==> src/rtl/dsp_pkg.sv <==
// ----------------------------------------------------------------------------
// dsp_pkg: shared types and constants for the shortest path engine
// Opcodes, widths, node/edge limits, channel words, controller command and
// status structs.
// ----------------------------------------------------------------------------
package dsp_pkg;

  localparam int MaxNodes   = 64;
  localparam int MaxEdges   = 1024;
  localparam int NodeBits   = 6;
  localparam int CntBits    = 7;
  localparam int EdgeBits   = 10;
  localparam int EcntBits   = 11;
  localparam int WeightBits = 16;
  localparam int DistBits   = 24;

  localparam logic [DistBits-1:0] DistOnes = {DistBits{1'b1}};

  typedef enum logic [1:0] {
    OP_CLEAR = 2'd0,
    OP_ADD   = 2'd1,
    OP_SOLVE = 2'd2,
    OP_NONE  = 2'd3
  } opcode_t;

  // Word layouts on the two channels, first field in the MSBs.
  typedef struct packed {
    opcode_t                opcode;
    logic [NodeBits-1:0]    edge_from;
    logic [NodeBits-1:0]    edge_to;
    logic [WeightBits-1:0]  edge_weight;
    logic [NodeBits-1:0]    source_node;
    logic [NodeBits-1:0]    target_node;
  } query_word_t;

  typedef struct packed {
    logic [NodeBits-1:0]    path_node;
    logic [DistBits-1:0]    path_distance;
    logic                   reachable;
    logic                   edges_dropped;
    logic                   last;
  } path_word_t;

  // Controller -> datapath commands.
  typedef struct packed {
    logic init;       // start solve: clear settled/reach, seed source
    logic scan_step;  // compare node at scan index
    logic settle;     // mark best node settled, latch it as u
    logic edge_rd;    // issue edge store read at edge index
    logic relax;      // relax edge read last cycle
    logic walk_init;  // start path trace at target
    logic walk_step;  // follow predecessor
    logic emit_load;  // load output register from path stack
  } dsp_cmd_t;

  // Datapath -> controller status.
  typedef struct packed {
    logic scan_done;   // scan index reached node limit
    logic found;       // some candidate seen this scan
    logic best_is_dst; // best node equals target
    logic edge_done;   // edge index reached edge count
    logic walk_done;   // path trace complete
    logic emit_done;   // last path entry loaded
    logic bad_query;   // source or target out of range
  } dsp_sts_t;

endpackage

==> src/rtl/dsp_ctrl.sv <==
// ----------------------------------------------------------------------------
// dsp_ctrl: solve sequencer
// One-hot FSM stepping scan, settle, edge sweep, path trace and emission.
// ----------------------------------------------------------------------------
module dsp_ctrl (
  input  logic            clk,
  input  logic            rst_n,
  input  logic            start,      // solve word accepted
  input  logic            out_free,   // output register may be loaded
  input  dsp_pkg::dsp_sts_t sts,
  output dsp_pkg::dsp_cmd_t cmd,
  output logic            busy,
  output logic            fail        // load unreachable result
);
  import dsp_pkg::*;

  typedef enum logic [7:0] {
    S_IDLE   = 8'b0000_0001,
    S_INIT   = 8'b0000_0010,
    S_SCAN   = 8'b0000_0100,
    S_EDGE   = 8'b0000_1000,
    S_WALK   = 8'b0001_0000,
    S_EMIT   = 8'b0010_0000,
    S_FAIL   = 8'b0100_0000,
    S_TAIL   = 8'b1000_0000
  } state_t;

  state_t state_r, state_nxt;
  logic   rd_pend_r, rd_pend_nxt;

  always_comb begin
    state_nxt   = state_r;
    rd_pend_nxt = 1'b0;
    cmd         = '0;
    fail        = 1'b0;
    unique case (state_r)
      S_IDLE: begin
        if (start) state_nxt = S_INIT;
      end
      S_INIT: begin
        if (sts.bad_query) begin
          state_nxt = S_FAIL;
        end else begin
          cmd.init  = 1'b1;
          state_nxt = S_SCAN;
        end
      end
      S_SCAN: begin
        if (!sts.scan_done) begin
          cmd.scan_step = 1'b1;
        end else if (!sts.found) begin
          state_nxt = S_FAIL;
        end else begin
          cmd.settle = 1'b1;
          state_nxt  = sts.best_is_dst ? S_WALK : S_EDGE;
          cmd.walk_init = sts.best_is_dst;
        end
      end
      S_EDGE: begin
        cmd.relax = rd_pend_r;
        if (!sts.edge_done) begin
          cmd.edge_rd = 1'b1;
          rd_pend_nxt = 1'b1;
        end else begin
          state_nxt = S_TAIL;
        end
      end
      S_TAIL: begin
        state_nxt = S_SCAN;   // last relax writes here
      end
      S_WALK: begin
        if (sts.walk_done) state_nxt = S_EMIT;
        else cmd.walk_step = 1'b1;
      end
      S_EMIT: begin
        if (out_free) begin
          cmd.emit_load = 1'b1;
          if (sts.emit_done) state_nxt = S_IDLE;
        end
      end
      S_FAIL: begin
        if (out_free) begin
          fail      = 1'b1;
          state_nxt = S_IDLE;
        end
      end
      default: state_nxt = S_IDLE;
    endcase
  end

  assign busy = (state_r != S_IDLE);

  always_ff @(posedge clk) begin
    if (!rst_n) begin
      state_r   <= S_IDLE;
      rd_pend_r <= 1'b0;
    end else begin
      state_r   <= state_nxt;
      rd_pend_r <= rd_pend_nxt;
    end
  end

endmodule

==> config.mk <==
export PLATFORM = sky130hd
export DESIGN_NAME = dsp_ctrl
export DESIGN_NICKNAME = d
export VERILOG_FILES = /design/src/rtl/dsp_pkg.sv /design/src/rtl/dsp_ctrl.sv
export SDC_FILE = /design/constraint.sdc
export NUM_CORES = 1
export LEC_CHECK = 0
export BUFFER_PORTS_ARGS = -buffer_cell sky130_fd_sc_hd__buf_4
export CAP_MARGIN = 10
export CORE_MARGIN = 8
export CORE_UTILIZATION = 37
export CTS_CLUSTER_SIZE = 30
export DETAILED_ROUTE_END_ITERATION = 6
export GPL_TIMING_DRIVEN = 0
export HOLD_SLACK_MARGIN = 0.02
export SYNTH_ARGS = -nofsm -noshare
export SYNTH_HDL_FRONTEND = slang
export SYNTH_SLANG_ARGS = --single-unit
==> constraint.sdc <==
create_clock -name clk -period 3.9 [get_ports clk]
set_input_delay 0.195 -clock clk [delete_from_list [all_inputs] [get_ports clk]]
set_output_delay 0.195 -clock clk [all_outputs]
set_load 0.02 [all_outputs]
==> results of run 1 <==
## cells in the mapped netlist (2+ instances only)
library cell / n
and2_1: 2
o21a_1: 2
or2_2: 2
nor2b_1: 7
clkbuf_1: 2
o21ai_0: 4
mux2i_1: 2
nor3_1: 3
nor2_1: 6
inv_1: 2
nand2_1: 6
nor4_1: 2
dfxtp_1: 9
nand3_1: 5
## flip-flops by register name, summed over array words and instances (netlist names)
| name | flops |
|---|---|
| rd_pend_r | 1 |
| state_r | 8 |
## area by class of cell
type,instances,share of cell area
multi-input combinational,59,0.492
sequential,9,0.227
timing repair buffer,20,0.189
clock buffer,4,0.0331
tap,16,0.0252
buffer,3,0.0237
inverter,2,0.00946
## report_power, final
group          switching, mW  total, mW  internal, mW
registers            0.00591      0.103        0.0975
clock network         0.0331     0.0725        0.0395
logic                 0.0442     0.0795        0.0353
## per-stage QoR
| step | instance area (sq um) | instances | power (mW) | setup slack (ns) |
|---|---|---|---|---|
| floorplan | 597 | 73 | 0.158 | 1.83 |
| global placement | 767 | 109 | 0.185 | 2.01 |
| detailed placement | 767 | 109 | 0.185 | 2.02 |
| CTS | 793 | 113 | 0.261 | 1.71 |
| global route | 793 | 113 | 0.276 | 1.58 |
| finish | 793 | 113 | 0.255 | 1.73 |
## logic make-up (layout without fill, tap and decap cells)
group | Yosys count | in the layout | synth area share
AND/OR/NAND/NOR | 46 | 46 | 0.499
AO/OA/AOI/OAI | 11 | 11 | 0.122
flip-flops | 9 | 9 | 0.302
buffers and inverters | 5 | 29 | 0.0440
multiplexers | 2 | 2 | 0.0335
## final timing paths
kind / from / to / slack, ns / cells after the start
hold / removal: sts[3] / state_r[7] / 0.21 / 2
setup reg to reg: state_r[6] / state_r[5] / 2.08 / 6
setup / recovery: state_r[6] / cmd[2] / 1.73 / 5
hold reg to reg: state_r[5] / state_r[5] / 0.59 / 3
## layout by cell type (no fill, tap or decap), types with 2 or more instances in the layout
master	n
nor2b_1	7
clkbuf_1	3
mux2i_1	2
nand3_1	5
inv_1	2
and2_1	2
o21a_1	2
nor4_1	2
nor3_1	3
dfxtp_1	9
buf_4	20
nand2_1	6
clkbuf_4	3
o21ai_0	4
or2_2	2
nor2_1	6
## routing by layer
metal | share of wire | global-route usage | vias up | wire, microns
li1 | - | - | 316 | -
met1 | 0.49 | 0.120 | 282 | 761
met2 | 0.45 | 0.155 | 13 | 701
met3 | 0.049 | 0.0434 | 4 | 76
met4 | 0.012 | 0.0515 | 0 | 19
met5 | 0 | 0 | - | 0
## critical path: stages, from the launching register on
cell and delay [ns]:
dfxtp_1 0.29, clkbuf_1 0.18, or4_4 0.51, nor4_2 0.36
and2_1 0.22, buf_4 0.15
==> metrics.md, run 1 <==
| Metric | Value |
|---|---|
| Post-Syn Nets | 84 |
| IO Port Bufs | 20 |
| Nets@finish | 109 |
| Relative max-transition margin | 0.713 |
| Number of global-route vias before repair | 597 |
| Post-CTS Resized | 0 |
| Final Hold Viols | 0 |
| Worst hold slack | 0.211 ns |
| Starting Density | 0.396 |
| Async SR Flop Fraction | 0 |
| Post-Synthesis Cells | 73 |
| Post-synthesis sequential area ratio | 0.302 |
| # DRC | 0 |
| Max Clock Freq | 460 MHz |
| Final Cycle Share | 0.558 |
| Mapped Avg Cell Area | 8.18 sq um |
| Hold-fix buffers, CTS | 0 |
| Clk Latency, worst-skew pair | roughly 0.26 ns |
| Final core occ | 0.527 |
| Top FF cell, synth | dfxtp_1 |
| ANT cells | 0 |
| Synthesized area | 597 sq um |
| Crit. End Element | primary output |
| Clock Tree Buf Depth | 2 |
| Largest area contributor in the netlist | dfxtp_1 |
| Worst EP required | 3.70 ns |
| FILL cells | 152 |
| Pin count of the biggest net entering global routing | 11 |
| Synthesized flop and latch total | 9 |
| 1st-iter DRT viols | 7 |
| CP Class | reg2out |
| Slew @ Worst Pin | 0.431 ns |
| Area grow syn2layout | 32.9% |
| Max Cap Viol | 0 |
| Worst-path fanout max | 9 |
| Die W | 56.2 microns |
| H-tree depth | 1 |
| DR vias | 615 |
| Syn. warnings | 0 |
| P_leak | 0.333 nW |
| Clock Sinks | 9 |
| Die H | 56.2 microns |
| Routed Antenna Nets | 0 |
| Netlist cell types | 33 |
| Synth top area cells | dfxtp_1, nor2b_1, nand3_1, nand2_1, nor2_1 |
| Synth top area share | 0.302 |
| Num CTS Buffers | 3 |
| HP Class | in2reg |
| Initial antenna violation count | 0 |
| DP HPWL | 1240 microns |
| CTS clk-pin slew, worst paths | 0.06 ns |
| RSZ-0062 raised after global routing | false |
| Clock skew | roughly 0.0046 ns |
| Routed WL | 1560 microns |
| GRT overflow | 0 |
| Global-route usage over all layers | 0.103 |
| TritonCTS clock tree | yes |
| Status | finished, final reports clean |
| Critical Path Start Type | register |
| PD cells | 322 nW/um^2 |
| Number of synthesized flops with an enable pin | 0 |
| Post-CTS Setup Inserts | 0 |
| Fraction of layout cells with a size suffix above 1 | 0.330 |
| Setup TNS Final | 0 ns |
| 1st-pass router iterations | 4 |
| Core Region | 1510 sq um |
| Die ar. | 3150 sq um |
| Area occupied by multi-input gates | a little under 400 sq um |
| Avg WL per Cell | 13.8 microns |
| Ports | 21 |
| Fin crit period | 2.17 ns |
| CTS Root Cell | clkbuf_4 |
| VDD IR max | ~0.00021 V |
| Final slew viol count | 0 |
| First-pass GRT wire length | 2660 microns |
| Arr. time, crit path | 1.98 ns |
| Final setup vio count | 0 |
| Avg Vias per Cell | 5.44 |
| Row cnt | 14 |
| Reg area | between 150 and 200 sq um |
| Gpl congestion | about 0.77 |
No activity file was read; power rests on OpenSTA's default activity.
==> inputs of run 2 (changes only) <==
==> constraint.sdc (replaced) <==
create_clock -name clk -period 1.85 [get_ports clk]
set_input_delay 0.0925 -clock clk [delete_from_list [all_inputs] [get_ports clk]]
set_output_delay 0.0925 -clock clk [all_outputs]
set_load 0.02 [all_outputs]
==> metrics.md, run 2 (synthesis gave the netlist of run 1 again) <==
| Metric | Value |
|---|---|
| Avg WL per Cell | 17.6 microns |
| Nets@finish | 119 |
| Crit. End Element | register |
| RSZ-0062 raised after global routing | true |
| Routed WL | roughly 2200 microns |
| Clock Tree Buf Depth | 2 |
| Gpl congestion | about 0.85 |
| Internal | between 400 and 500 uW |
| Violated checks | negative setup slack |
| Clock Sinks | 9 |
| Clk pwr share | 0.256 |
| # DRC | 0 |
| GRT overflow | 0 |
| DP HPWL | ~1300 microns |
| Die H | 56.2 microns |
| HP Class | in2reg |
| Num CTS Buffers | 3 |
| Status | finished with violations |
| Biggest regs | state_r: 8 flops, rd_pend_r: 1 flops |
| Setup crit start | state_r[7] |
| Most frequent cells in the layout | buf_4, nor2b_1, nand2_1, nor2_1 |
| Commonest non-fill, non-tap cell in the layout | buf_4 |
| Final Hold Viols | 0 |
| P_sw | 216 uW |
| CTS clk-pin slew, worst paths | 0.06 ns |
| Die W | 56.2 microns |
| 1st-pass router iterations | 4 |
| Fin crit period | about 1.9 ns |
| 1st-iter DRT viols | 13 |
| Worst setup margin | -0.0102 ns |
| Fraction of layout cells with a size suffix above 1 | 0.542 |
| Placed Area | approximately 780 sq um |
| Switching share of total power | 0.348 |
| Logic pwr share | 0.394 |
| Pin count of the biggest net entering global routing | 11 |
| VDD IR max | 0.000452 V |
| Core Region | between 1500 and 2000 sq um |
| Biggest register | state_r |
| Slew @ Worst Pin | 0.557 ns |
| Worst-path fanout max | 5 |
| Final slew viol count | 0 |
| Final setup vio count | 4 |
| Max Clock Freq | 538 MHz |
| Routed Antenna Nets | 0 |
| Final Cycle Share | 1.01 |
| Max Cap Viol | 0 |
| DR vias | ~710 |
| Row cnt | 14 |
| Die ar. | 3150 sq um |
| Relative max-transition margin | 0.626 |
| H-tree depth | 1 |
| Initial antenna violation count | 0 |
| Ports | 21 |
| Global-route usage over all layers | 0.119 |
| Number of global-route vias before repair | 651 |
| Finished Cell Area | 982 sq um |
| CTS Root Cell | clkbuf_4 |
| P_leak | between 0.4 and 0.5 nW |
| Starting Density | 0.396 |
| R2R Path Start | state_r[7] |
| PD cells | roughly 630 nW/um^2 |
| Arr. time, crit path | roughly 2.1 ns |
| Max FFs per register | 8 |
| Clk Latency, worst-skew pair | ~0.27 ns |
| Worst EP required | 2.04 ns |
| Tot Pwr | 620 uW |
| Seq pwr share | 0.350 |
| First-pass GRT wire length | roughly 3000 microns |
| Worst slack at placement | ~0.044 ns |
| Hold Crit Start | sts[3] |
| TritonCTS clock tree | yes |
| Critical Path Start Type | register |
| Clock skew | 0.00460 ns |
| Avg Vias per Cell | around 5.8 |
| CP Class | reg2reg |
| Area grow syn2layout | 64.6% |
| Setup TNS Final | -0.0305 ns |
| IO Port Bufs | 20 |
| ANT cells | 0 |
run 2: final timing paths:
kind / slack (ns) / depth (start not counted) / end
max: -0.01 / 6 / state_r[6]
max reg2reg: -0.01 / 6 / state_r[6]
min reg2reg: 0.53 / 2 / state_r[6]
min: 0.09 / 2 / state_r[7]
run 2: final cells by class:
type,count,area [sq um]
fillers,147,524
flip-flops and latches,9,195
repair buffers,31,240
inverters,2,7.51
plain buffers,2,15.0
well taps,16,20.0
clock buffers,4,26.3
multi-input cells,59,478
run 2: through the flow:
step / hold WS, ns / instances / utilization
after floorplan: 0.229 / 73 / -
after global placement: 0.363 / 109 / 0.515
after detailed placement: 0.364 / 109 / 0.515
after CTS: 0.0855 / 115 / 0.570
after global routing: 0.0932 / 123 / 0.652
final: 0.0894 / 123 / 0.652
run 2: repair_timing:
action | CTS | global route
resized for setup | 11 | 15
setup endpoints to repair | 6 | 12
setup buffers | 3 | 8
gates cloned | 0 | 0
pin swaps | 5 | 9
hold buffers | 0 | 0
run 2: critical path: stages, from the launching register on:
cell	delay (ns)
dfxtp_2	0.36
or4_4	0.61
nor4_4	0.32
buf_4	0.18
nor2_4	0.04
nand3_4	0.09
mux2i_1	0.19
run 2: power groups by stage:
| stage | clock (mW) | combinational, mW | sequential [mW] |
|---|---|---|---|
| 2_1_floorplan | 0 | 0.119 | 0.218 |
| 3_3_place_gp | 0 | 0.172 | 0.221 |
| 3_5_place_dp | 0 | 0.175 | 0.221 |
| 4_1_cts | 0.165 | 0.193 | 0.220 |
| 5_1_grt | 0.175 | 0.267 | 0.218 |
| 6_report | 0.159 | 0.245 | 0.217 |
run 2: metal layers:
layer  track usage  up-vias  part of all wire
met5             0        -                 0
met3        0.0365        9             0.050
met1         0.125      335              0.38
met2         0.204       26              0.53
li1              -      339                 -
met4        0.0619        0             0.035
